==> src/design/skvt_pkg.sv <==
`timescale 1ns / 1ps
// ----------------------------------------------------------------------------
// skvt_pkg
// Shared constants, codes and controller/datapath structs of the sorted
// key/value table.
// ----------------------------------------------------------------------------
package skvt_pkg;

   localparam int CAPACITY_DEFAULT = 128;

   // request types
   localparam logic [2:0] OP_INSERT = 3'd0;
   localparam logic [2:0] OP_CLEAR  = 3'd1;
   localparam logic [2:0] OP_ADD    = 3'd2;
   localparam logic [2:0] OP_LOOKUP = 3'd3;
   localparam logic [2:0] OP_REMOVE = 3'd4;

   // result status codes
   localparam logic [1:0] ST_OK       = 2'd0;
   localparam logic [1:0] ST_FULL     = 2'd1;
   localparam logic [1:0] ST_PRESENT  = 2'd2;
   localparam logic [1:0] ST_NOTFOUND = 2'd3;

   // read address select
   localparam logic [2:0] RD_ZERO  = 3'd0;
   localparam logic [2:0] RD_NEXT  = 3'd1;
   localparam logic [2:0] RD_PREV  = 3'd2;
   localparam logic [2:0] RD_NEXT2 = 3'd3;
   localparam logic [2:0] RD_PREV2 = 3'd4;

   typedef struct packed {
      logic       load_req;
      logic       scan_start;
      logic       scan_step;
      logic       scan_stop;
      logic       ins_init;
      logic       shift_dn;
      logic       shift_up;
      logic       write_new;
      logic       write_add;
      logic       cnt_clr;
      logic       cnt_dec;
      logic       load_rsp;
      logic [2:0] rd_sel;
      logic [1:0] rsp_status;
   } skvt_cmd_type;

   typedef struct packed {
      logic [2:0] op;
      logic       scan_stop;
      logic       scan_end;
      logic       hit;
      logic       full;
      logic       rm_need;
      logic       ins_more;
      logic       rm_more;
      logic       rsp_busy;
   } skvt_stat_type;

endpackage

==> src/design/skvt_ctrl.sv <==
`timescale 1ns / 1ps
// ----------------------------------------------------------------------------
// skvt_ctrl
// Request sequencer: scan, shift, write and response steps of one request.
// ----------------------------------------------------------------------------
module skvt_ctrl (
   input  logic                    clock,
   input  logic                    reset,
   input  logic                    req_valid,
   output logic                    req_ready,
   input  skvt_pkg::skvt_stat_type stat,
   output skvt_pkg::skvt_cmd_type  cmd
);

   localparam logic [3:0] S_IDLE     = 4'd0;
   localparam logic [3:0] S_DISPATCH = 4'd1;
   localparam logic [3:0] S_SCAN     = 4'd2;
   localparam logic [3:0] S_INS_RD   = 4'd3;
   localparam logic [3:0] S_INS_WR   = 4'd4;
   localparam logic [3:0] S_NEW_WR   = 4'd5;
   localparam logic [3:0] S_ADD_WR   = 4'd6;
   localparam logic [3:0] S_RM_RD    = 4'd7;
   localparam logic [3:0] S_RM_WR    = 4'd8;
   localparam logic [3:0] S_FINISH   = 4'd9;

   logic [3:0] state_ff, state_in;
   logic [1:0] status_ff, status_in;

   always_comb begin
      state_in  = state_ff;
      status_in = status_ff;
      req_ready = 1'b0;
      cmd       = '0;
      cmd.rsp_status = status_ff;
      case (state_ff)
         S_IDLE: begin
            req_ready = 1'b1;
            if (req_valid) begin
               cmd.load_req = 1'b1;
               state_in     = S_DISPATCH;
            end
         end
         S_DISPATCH: begin
            status_in = skvt_pkg::ST_OK;
            case (stat.op)
               skvt_pkg::OP_INSERT, skvt_pkg::OP_ADD,
               skvt_pkg::OP_LOOKUP, skvt_pkg::OP_REMOVE: begin
                  cmd.scan_start = 1'b1;
                  cmd.rd_sel     = skvt_pkg::RD_ZERO;
                  state_in       = S_SCAN;
               end
               skvt_pkg::OP_CLEAR: begin
                  cmd.cnt_clr = 1'b1;
                  state_in    = S_FINISH;
               end
               default: begin
                  state_in = S_FINISH;
               end
            endcase
         end
         S_SCAN: begin
            cmd.rd_sel = skvt_pkg::RD_NEXT;
            if (!stat.scan_stop) begin
               cmd.scan_step = 1'b1;
            end else begin
               cmd.scan_stop = 1'b1;
               state_in      = S_FINISH;
               case (stat.op)
                  skvt_pkg::OP_INSERT: begin
                     if (stat.hit) begin
                        status_in = skvt_pkg::ST_PRESENT;
                     end else if (stat.full) begin
                        status_in = skvt_pkg::ST_FULL;
                     end else if (!stat.scan_end) begin
                        cmd.ins_init = 1'b1;
                        state_in     = S_INS_RD;
                     end else begin
                        state_in = S_NEW_WR;
                     end
                  end
                  skvt_pkg::OP_ADD: begin
                     if (stat.hit) begin
                        state_in = S_ADD_WR;
                     end else begin
                        status_in = skvt_pkg::ST_NOTFOUND;
                     end
                  end
                  skvt_pkg::OP_REMOVE: begin
                     if (!stat.hit) begin
                        status_in = skvt_pkg::ST_NOTFOUND;
                     end else if (stat.rm_need) begin
                        state_in = S_RM_RD;
                     end else begin
                        cmd.cnt_dec = 1'b1;
                     end
                  end
                  default: begin
                     if (!stat.hit) begin
                        status_in = skvt_pkg::ST_NOTFOUND;
                     end
                  end
               endcase
            end
         end
         S_INS_RD: begin
            cmd.rd_sel = skvt_pkg::RD_PREV;
            state_in   = S_INS_WR;
         end
         S_INS_WR: begin
            cmd.shift_dn = 1'b1;
            cmd.rd_sel   = skvt_pkg::RD_PREV2;
            if (!stat.ins_more) begin
               state_in = S_NEW_WR;
            end
         end
         S_NEW_WR: begin
            cmd.write_new = 1'b1;
            state_in      = S_FINISH;
         end
         S_ADD_WR: begin
            cmd.write_add = 1'b1;
            state_in      = S_FINISH;
         end
         S_RM_RD: begin
            cmd.rd_sel = skvt_pkg::RD_NEXT;
            state_in   = S_RM_WR;
         end
         S_RM_WR: begin
            cmd.shift_up = 1'b1;
            cmd.rd_sel   = skvt_pkg::RD_NEXT2;
            if (!stat.rm_more) begin
               cmd.cnt_dec = 1'b1;
               state_in    = S_FINISH;
            end
         end
         S_FINISH: begin
            if (!stat.rsp_busy) begin
               cmd.load_rsp = 1'b1;
               state_in     = S_IDLE;
            end
         end
         default: begin
            state_in = S_IDLE;
         end
      endcase
   end

   always_ff @(posedge clock) begin
      if (reset) begin
         state_ff <= S_IDLE;
      end else begin
         state_ff <= state_in;
      end
      status_ff <= status_in;
   end

endmodule

==> config.mk <==
export PLATFORM = sky130hd
export DESIGN_NAME = skvt_ctrl
export DESIGN_NICKNAME = d
export VERILOG_FILES = /design/src/design/skvt_pkg.sv /design/src/design/skvt_ctrl.sv
export SDC_FILE = /design/constraint.sdc
export NUM_CORES = 1
export LEC_CHECK = 0
export CAP_MARGIN = 20
export CORE_MARGIN = 2
export CORE_UTILIZATION = 38
export CTS_BUF_LIST = sky130_fd_sc_hd__clkbuf_4 sky130_fd_sc_hd__clkbuf_8
export DETAILED_ROUTE_END_ITERATION = 7
export DONT_BUFFER_PORTS = 1
export SKIP_CTS_REPAIR_TIMING = 1
export SYNTH_ARGS = -nofsm -noshare
export SYNTH_HDL_FRONTEND = slang
export SYNTH_SLANG_ARGS = --single-unit
==> constraint.sdc <==
create_clock -name clock -period 1.86 [get_ports clock]
set_clock_uncertainty 0.05 [all_clocks]
set_input_delay 0.279 -clock clock [delete_from_list [all_inputs] [get_ports clock]]
set_output_delay 0.279 -clock clock [all_outputs]
set_load 0.02 [all_outputs]
Word level (Yosys, flattened, before mapping)
Index checks and enable logic that the tools add are counted.
- equality and inequality tests: 20
- multiplexer cells: 47
- reductions and logical operators: 8
- operator list (cell ; count):
    4-bit 2-to-1 mux ; 11
    4-bit case mux with 9 select lines ; 1
    1-bit 2-to-1 mux ; 23
    4-bit by 3-bit == test with 1-bit output, second input constant ; 4
    2-bit 2-to-1 mux ; 6
    3-bit case mux with 4 select lines ; 1
    4-bit case mux with 3 select lines ; 1
    2-bit inequality test, second input constant ; 5
    4-bit by 2-bit == test with 1-bit output, second input constant ; 2
    4-bit == test, second input constant ; 2
    3-bit by 2-bit == test with 1-bit output, second input constant ; 2
    3-bit 2-to-1 mux ; 2
    5-bit AND reduction ; 1
    4-bit by 1-bit == test with 1-bit output, second input constant ; 1
    4-bit logical NOT ; 1
    4-bit inequality test, second input constant ; 1
    2-bit case mux with 2 select lines ; 1
    4-bit AND reduction ; 1
    2-bit OR reduction ; 2
    4-bit OR reduction ; 1
    3-bit by 1-bit == test with 1-bit output, second input constant ; 1
    3-bit == test, second input constant ; 1
    3-bit logical NOT ; 1
    3-bit by 2-bit inequality test with 1-bit output, second input constant ; 1
    2 further kinds ; 2
- register bits after elaboration: 6
- input bits: 14
- output and inout bits: 18
- logic and storage cells: 77

Logic depth before layout (Yosys ltp)
Gate-level depths: netlist of run 1.
- word-level depth: 6
- gate-level depth with buffers: 5
- mapped depth without buffers: 4

Least setup slack after synthesis of run 1
No wires, ideal clock.
- kind: reg-to-output
- start point: register state_ff[3]
- end point: output cmd[7] in the netlist's numbering
- data arrival time: 1.725 ns
- data required time: 1.531 ns
- setup slack: -0.194 ns
- stages on the path, launching flop included: 4
- buffers on the path: 1
- cells stage by stage: dfxtp_1 -> buf_6 -> or4b_1 -> nor4b_1
- RTL lines (what ; RTL line ; text):
    start: declaration ; skvt_ctrl.sv:26 ; logic [3:0] state_ff, state_in;
    start signal: assignment ; skvt_ctrl.sv:152 ; state_ff <= state_in;
    end: declaration ; skvt_ctrl.sv:12 ; output skvt_pkg::skvt_cmd_type cmd

==> results of run 1 <==
==> cell families after synthesis <==
group	after synthesis	synth area share (%)
AO/OA/AOI/OAI	27	25.3
XOR/XNOR	1	1.17
AND/OR/NAND/NOR	56	44.5
multiplexers	1	1.33
flip-flops	6	18.7
buffers and inverters	13	9.00
==> final timing paths <==
| check | startpoint | end | depth (start not counted) |
|---|---|---|---|
| worst max register to register | state_ff[2] | state_ff[0] | 5 |
| worst max-delay path | state_ff[0] | cmd[6] | 3 |
| worst min-delay path | reset | state_ff[1] | 1 |
| worst min register to register | state_ff[0] | state_ff[3] | 3 |
==> sequential cells by signal, indices dropped and copies added, names as in the netlist <==
register / flops
status_ff: 2
state_ff: 4
==> synth_stat cells (2+ instances only) <==
library cell  instances
nand2_1               9
nor2_1                9
a21oi_1               8
nor3_1                7
inv_1                 5
nor2b_1               5
dfxtp_1               4
and3_1                3
and3b_1               3
buf_2                 3
nand3_1               3
o21ai_0               3
buf_6                 2
clkbuf_1              2
edfxtp_1              2
nor3b_1               2
nor4_1                2
o31ai_1               2
or3_1                 2
or4b_1                2
==> metal layers <==
layer  track usage (%)  part of all wire (%)  vias up
met5                 0                     0        -
li1                  -                     -      412
met2              33.8                    47       36
met1              21.8                    45      406
met4              4.29                  0.98        0
met3              5.56                   6.9        4
==> worst max-delay path, delay by kind of cell, from the launching register on <==
kind / cells / cell delay [ns]
buffers and inverters: 1 / 0.19
AND/OR/NAND/NOR: 1 / 0.62
flip-flops: 1 / 0.34
AO/OA/AOI/OAI: 1 / 0.15
==> cell type report <==
class | instances | area (um2)
clock buffers | 4 | 30.0
fillers | 206 | 997
inverters | 5 | 18.8
multi-input cells | 85 | 573
flip-flops and latches | 6 | 144
well taps | 27 | 33.8
repair buffers | 14 | 105
==> per-stage QoR <==
stage          TNS [ns]  instances
5_1_grt          -0.160        141
3_5_place_dp          0        136
3_3_place_gp          0        136
4_1_cts          -0.124        140
6_report        -0.0219        141
2_1_floorplan  -0.00172        104
==> where the power goes <==
group / switching (mW) / internal, mW / leakage [nW]
Sequential: 0.0501 / 0.180 / 0.0532
Clock: 0.0500 / 0.0960 / 0.0184
Combinational: 0.305 / 0.214 / 0.287
Total: 0.405 / 0.490 / 0.358
==> results.toml, run 1 <==
[floorplanning]
rows = 16
die_w_um = 48.4
pin_count = 32
start_util_pct = 39.5
core_um2 = 1900
fp.dieH_um = 48.4
die_area_um2 = 2350

[place]
hpwlAfterDp_mm = 1.55
gp_congestion = 0.798
placed_area_um2 = 846
dp_slack_ns = 0.170
port_buffers = 0

[clock_network]
cts-htree-levels = 1
insertion_delay_ns = 0.25
cts_tree = "yes"
cts_buffers = 3
cts.clk_slew.worst_paths_ns = 0.05
cts_buffer_depth = 2
cts_root_buf = "clkbuf_4"
clock-sinks = 6

[logic_synthesis]
synth_top_area_share_pct = 10.7
async_flop_share_pct = 0
syn_area_per_cell_um2 = 7.22
dominantRegCellSynth = "dfxtp_1"
synth_fp_nets = 118
yosys.area.top_type = "dfxtp_1"
synthTopCellsByArea = "dfxtp_1, edfxtp_1, a21oi_1, nor3_1, nand2_1"
ys_types = 46
synth_seq_cells = 6
netlist_instances = 104
seq_area_frac_synth_pct = 18.7
netlist_area_um2 = 751
yosys_warnings = 0
synth-edff-count = 2

[sta]
rsz0062_at_grt = "yes"
min_period_over_period_pct = 101
finalHoldViolCount = 0
setup_viol = 2
tightest_slew_ns = 0.444
fin_ws_ns = -0.0181
max_freq_mhz = 532
max-slew-margin-rel_pct = 70.5
min_period_ns = 1.88
timing.hold.ws_ns = 0.0363
final_max_slew_viol_count = 0

[power]
powerDensity_nw_per_um2 = 989
fin_total_pwr_mw = 0.895
cellLeakagePower_nw = 0.358
irDropWorstVdd_mv = 0.630

[routing]
drtIter0Drc = 12
wl_per_cell_um = 14.5
wl_mm = 2.05
ant_nets = 0
route.detailed.drc = 0
drtPass1Iterations = 4
vias = 858
viasPerCell = 6.09

[global_route]
grt_pass1_vias = 771
grt_pass1_wl_mm = 3.47
overflow = 0
grt_max_degree = 20
grt_usage_pct = 18.7
antenna_found_initial = 0

[worst_setup_path]
critPathArrivalTime_ns = 1.55
worstSetupEndpointType = "primary output"
crit_type = "flop to primary output"
startpoint_type = "flop"
crit_fanout = 5
crit_path_cell_trace = "or4b_1 -> o32ai_1 -> buf_4"
max_stage_delay_ns = 0.62
rrSetupSlack_ns = 0.20
required_ns = 1.53
cp_slowest_cell = "or4b_1"

[final_layout]
drive_above_1_share_pct = 26.3
finish.utilization_pct = 47.6
final_cell_mix = "buf_4, nor2_1, nand2_1, a21oi_1, nor3_1"
stdcell_area_um2 = 905
n_antenna_cell = 0
final_nets = 129
area_growth_pct = 20.5
final_common_cell = "buf_4"

[min_path]
hold_path.class = "input pin to flop"

[status]
status = "complete, but fails checks"
violations = "setup timing"

[flow_run]
drv_cap = 0
Power figures use the tool's default switching activity.
==> run 2: changes to the inputs <==
--- a/config.mk
+++ b/config.mk
@@ -5,6 +5,7 @@
 export SDC_FILE = /design/constraint.sdc
 export NUM_CORES = 1
 export LEC_CHECK = 0
+export ABC_AREA = 1
 export CAP_MARGIN = 20
 export CORE_MARGIN = 2
 export CORE_UTILIZATION = 38
==> constraint.sdc (replaced) <==
create_clock -name clock -period 1.9 [get_ports clock]
set_clock_uncertainty 0.05 [all_clocks]
set_input_delay 0.285 -clock clock [delete_from_list [all_inputs] [get_ports clock]]
set_output_delay 0.285 -clock clock [all_outputs]
set_load 0.02 [all_outputs]
==> run 2 against run 1 <==
Compared with the run above:
- the flow now finishes without violations
- total power fell by 3.7%
- non-clock buffer count fell by 6
- routed wire length fell by 22%
- sequential cell count did not move
- clock power barely moved
- largest cell class unchanged
- highest routed layer unchanged
==> results.toml, run 2 <==
[status]
status = "completed"

[logic_synthesis]
netlist_instances = 117
yosys.area.top_type = "nand2_1"
async_flop_share_pct = 0
synthXorXnorAreaFrac_pct = 0
synth_top_family_by_area = "simple AND/OR/NAND/NOR gates"
synth_top_area_share_pct = 15.5
dominantRegCellSynth = "dfxtp_1"
synth-compound-area-share_pct = 11.1
netlist_area_um2 = 652
yosysMostFrequentCell = "nand2_1"
synthMuxAreaShare_pct = 0
synthAdderAreaFrac_pct = 0
ys_types = 20
synth_fp_nets = 131
synthSimpleGateAreaFrac_pct = 53.6
synth_common_cells = "nand2_1, inv_1, nor2_1"
yosys_warnings = 0
synth_seq_cells = 6
synthTopCellsByArea = "nand2_1, dfxtp_1, inv_1, edfxtp_1, nor2_1"
seq_area_frac_synth_pct = 21.5
syn_area_per_cell_um2 = 5.57
synth-edff-count = 2

[power]
powerDensity_nw_per_um2 = 1110
irDropWorstVdd_mv = 0.447
cellLeakagePower_nw = 0.436

[final_layout]
n_fill_cell = 161
largest-register = "state_ff"
finish.utilization_pct = 49.6
final_nets = 144
multiInputGateArea_um2 = 432
top_regs = "state_ff (4), status_ff (2)"
area_growth_pct = 18.6
layout.cells.non_filler = 145
final_common_cell = "nand2_1"
n_antenna_cell = 0
final_cell_mix = "nand2_1, inv_1, nor2_1"
drive_above_1_share_pct = 27.9
largest_register_ffs = 4
register_area_um2 = 141

[sta]
tightest_slew_ns = 0.382
final_max_slew_viol_count = 0
rsz0062_at_grt = "yes"
max-slew-margin-rel_pct = 74.4
min_period_ns = 1.84
setup_viol = 0
max_freq_mhz = 542
finalHoldViolCount = 0
min_period_over_period_pct = 97.0
timing.hold.ws_ns = 0.0531

[clock_network]
cts_tree = "yes"
cts_buffer_depth = 2
cts_root_buf = "clkbuf_4"
insertion_delay_ns = 0.25
cts.clk_slew.worst_paths_ns = 0.04
cts-htree-levels = 1
clock-sinks = 6
cts_buffers = 3

[global_route]
antenna_found_initial = 0
grt_pass1_wl_mm = 2.62
grt_pass1_vias = 643
grt_max_degree = 11
grt_usage_pct = 17.2
overflow = 0

[place]
gp_congestion = 0.843
hpwlAfterDp_mm = 1.31
port_buffers = 0
place_inst = 138

[worst_setup_path]
cp_slowest_cell = "dfxtp_1"
startpoint_type = "flop"
critPathArrivalTime_ns = 1.51
crit_type = "flop to primary output"
path_buf_inv = 1
max_stage_delay_ns = 0.44
crit_path_cell_trace = "nor2_2 -> nand2_1 -> inv_1 -> or2_2"
critPathTopFamily = "simple AND/OR/NAND/NOR gates"
required_ns = 1.56
worstSetupEndpointType = "primary output"
crit_fanout = 5

[floorplanning]
fp.dieH_um = 45.4
rows = 14
start_util_pct = 41.8
die_w_um = 45.4
die_area_um2 = 2060
pin_count = 32
core_um2 = 1560

[routing]
drtIter0Drc = 11
drtPass1Iterations = 4
ant_nets = 0
wl_mm = 1.59
vias = 714
route.detailed.drc = 0
wl_per_cell_um = 11.0
viasPerCell = 4.92

[min_path]
hold_path.class = "input pin to flop"

[flow_run]
drv_cap = 0
-- run 2: changes by cell type after synthesis, sizes merged, moves of 3 or more --
cell,previous run,this run
o21ai,4,7
inv,5,23
nand2,10,32
nand3,3,8
and3,3,0
nor2b,5,0
and3b,3,0
nor2,9,23
buf,6,0
-- run 2: metrics by stage --
step,area (um2),TNS [ns],setup slack (ns),power [mW]
after global routing,773,-0.0564,-0.0487,0.939
final,773,0,0.0564,0.861
after global placement,709,0,0.307,0.706
after detailed placement,709,0,0.284,0.707
after CTS,739,0,0.00337,0.853
after floorplan,652,0,0.117,0.605
-- run 2: worst paths after layout --
| check | endpoint | slack (ns) | start | cells after the start |
|---|---|---|---|---|
| hold reg to reg | state_ff[0] | 0.63 | state_ff[2] | 3 |
| setup reg to reg | status_ff[0] | 0.33 | state_ff[3] | 6 |
| setup / recovery | cmd[3] | 0.06 | state_ff[0] | 4 |
| hold / removal | state_ff[2] | 0.05 | reset | 1 |
-- run 2: layer usage --
metal | GRT usage [%] | routed length (um)
met1 | 23.1 | 768
met2 | 26.8 | 739
met3 | 3.97 | 68
met4 | 5.88 | 13
met5 | 0 | 0
-- run 2: logic make-up after synthesis --
kind of cell           after synthesis
buffers and inverters               24
AOI/OAI and AO/OA                   14
and+or+nand+nor                     73
DFF                                  6
-- run 2: worst reg2reg max path, cell delays in order, from the launching register on --
cell      delay, ns
dfxtp_1        0.38
inv_2          0.06
nand2_2        0.11
nor3_4         0.08
nand2_2        0.11
clkinv_1       0.20
a21oi_1        0.27
-- run 2: power by group --
part	internal (mW)	leakage [nW]	switching [mW]
clock	0.0940	0.0184	0.0495
combinational	0.156	0.365	0.329
sequential	0.178	0.0524	0.0539
total	0.429	0.436	0.433
-- run 2: cell type report --
class | instances | share of cell area, %
Multi-Input combinational cell | 87 | 55.8
Timing Repair Buffer | 8 | 7.77
Inverter | 24 | 11.7
Sequential cell | 6 | 18.3
Tap cell | 16 | 2.59
Clock buffer | 4 | 3.88
==> run 3: changes to the inputs <==
--- a/config.mk
+++ b/config.mk
@@ -12,6 +12,7 @@
 export CTS_BUF_LIST = sky130_fd_sc_hd__clkbuf_4 sky130_fd_sc_hd__clkbuf_8
 export DETAILED_ROUTE_END_ITERATION = 7
 export DONT_BUFFER_PORTS = 1
+export SETUP_SLACK_MARGIN = 0.2
 export SKIP_CTS_REPAIR_TIMING = 1
 export SYNTH_ARGS = -nofsm -noshare
 export SYNTH_HDL_FRONTEND = slang
==> run 3 against run 2 <==
Compared with the run above:
- routed wire length is 4.3% higher
- worst hold slack hardly changed
- critical path depth increased by 2
- register-to-register slack lost 0.13 ns
- non-clock buffer count grew 3
- final cell count is 2.1% higher
- sequential share of layout area shrank 0.51 points
- sequential power is 2% higher
- die area stayed put
- count of clock-buffer cells in the layout stayed put
- largest power group unchanged
==> results.toml, run 3 (synthesized netlist as in run 2, its figures left out) <==
[routing]
viasPerCell = 5.11
wl_per_cell_um = 11.2
drtIter0Drc = 23
wl_mm = 1.66
drtPass1Iterations = 4
ant_nets = 0
route.detailed.drc = 0
vias = 756

[worst_setup_path]
max_stage_delay_ns = 0.33
crit_path_frequent_cell = "inv_2"
worstSetupEndpointType = "primary output"
path_buf_inv = 3
crit_path_cell_trace = "inv_2 -> nand2_4 -> nor3_4 -> inv_2 -> nor4_2 -> buf_4"
crit_type = "flop to primary output"
crit_fanout = 6
critPathTopFamily = "simple AND/OR/NAND/NOR gates"
required_ns = 1.56
critPathArrivalTime_ns = 1.45
cp_slowest_cell = "dfxtp_2"
startpoint_type = "flop"
rrSetupSlack_ns = 0.20

[global_route]
grt_usage_pct = 17.3
overflow = 0
grt_max_degree = 11
antenna_found_initial = 0
grt_pass1_vias = 621
grt_pass1_wl_mm = 2.57

[place]
gp_congestion = 0.826
place_inst = 138
placed_area_um2 = 716
dp_slack_ns = 0.246
hpwlAfterDp_mm = 1.32
port_buffers = 0

[final_layout]
area_growth_pct = 24.2
final_common_cell = "nand2_1"
stdcell_area_um2 = 810
final_nets = 147
layout.cells.non_filler = 148
n_antenna_cell = 0
n_fill_cell = 173
drive_above_1_share_pct = 32.6
final_cell_mix = "nand2_1, inv_1, nor2_1"
top_regs = "state_ff (4), status_ff (2)"
largest-register = "state_ff"
largest_register_ffs = 4

[flow_run]
drv_cap = 0

[sta]
tightest_slew_ns = 0.382
finalHoldViolCount = 0
min_period_over_period_pct = 93.8
rsz0062_at_grt = "yes"
fin_ws_ns = 0.118
setup_tns_ns = 0
setup_viol = 0
min_period_ns = 1.78
max-slew-margin-rel_pct = 74.4
max_freq_mhz = 561
final_max_slew_viol_count = 0

[floorplanning]
core_um2 = 1560
start_util_pct = 41.8
die_area_um2 = 2060
pin_count = 32
die_w_um = 45.4
rows = 14
fp.dieH_um = 45.4

[clock_network]
clock-sinks = 6
cts_buffer_depth = 2
cts_buffers = 3
cts-htree-levels = 1
insertion_delay_ns = 0.25
cts_root_buf = "clkbuf_4"
cts_tree = "yes"
cts.clk_slew.worst_paths_ns = 0.05

[min_path]
hold_path.class = "input pin to flop"

[power]
cellLeakagePower_nw = 0.450
fin_total_pwr_mw = 0.896
powerDensity_nw_per_um2 = 1110
irDropWorstVdd_mv = 0.349

[status]
status = "completed"
[run 3: cell types whose count changed in the layout (fill, tap and decap cells not counted), sizes merged]
cell / delta
clkinvlp: +1
clkinv: -1
buf: +3
[run 3: area by class of cell]
cell class | instances | area, um2 | share of cell area, %
clock buffer | 4 | 30.0 | 3.71
inverter | 24 | 93.8 | 11.6
multi-input combinational | 87 | 439 | 54.3
timing repair buffer | 11 | 82.6 | 10.2
sequential | 6 | 144 | 17.8
tap | 16 | 20.0 | 2.47
[run 3: path summary, 6_finish.rpt]
path / endpoint / cells after the start / from
max: cmd[12] / 6 / state_ff[3]
min: state_ff[1] / 1 / reset
max reg2reg: status_ff[1] / 7 / state_ff[3]
min reg2reg: state_ff[0] / 3 / state_ff[2]
[run 3: through the flow]
stage	util, %	hold slack [ns]
CTS	47.8	0.0440
global placement	45.9	0.308
global route	51.9	0.0203
floorplan	-	0.304
detailed placement	45.9	0.307
finish	51.9	0.0526
[run 3: power by group]
| part | switching (mW) | internal [mW] |
|---|---|---|
| combinational | 0.343 | 0.175 |
| clock | 0.0472 | 0.0939 |
| sequential | 0.0551 | 0.182 |
[run 3: worst reg2reg max path, delay by kind of cell (launching register included)]
family,cells,cell delay (ns)
simple gates,2,0.37
flops,1,0.33
compound gates,2,0.29
buf+inv,3,0.37
[run 3: per-layer routing]
layer	vias to the layer above	share of wire (%)	track usage, %
li1	400	-	-
met1	325	45	22.6
met2	29	49	25.1
met3	2	5.5	4.76
met4	0	0.72	10.0
met5	-	0	0
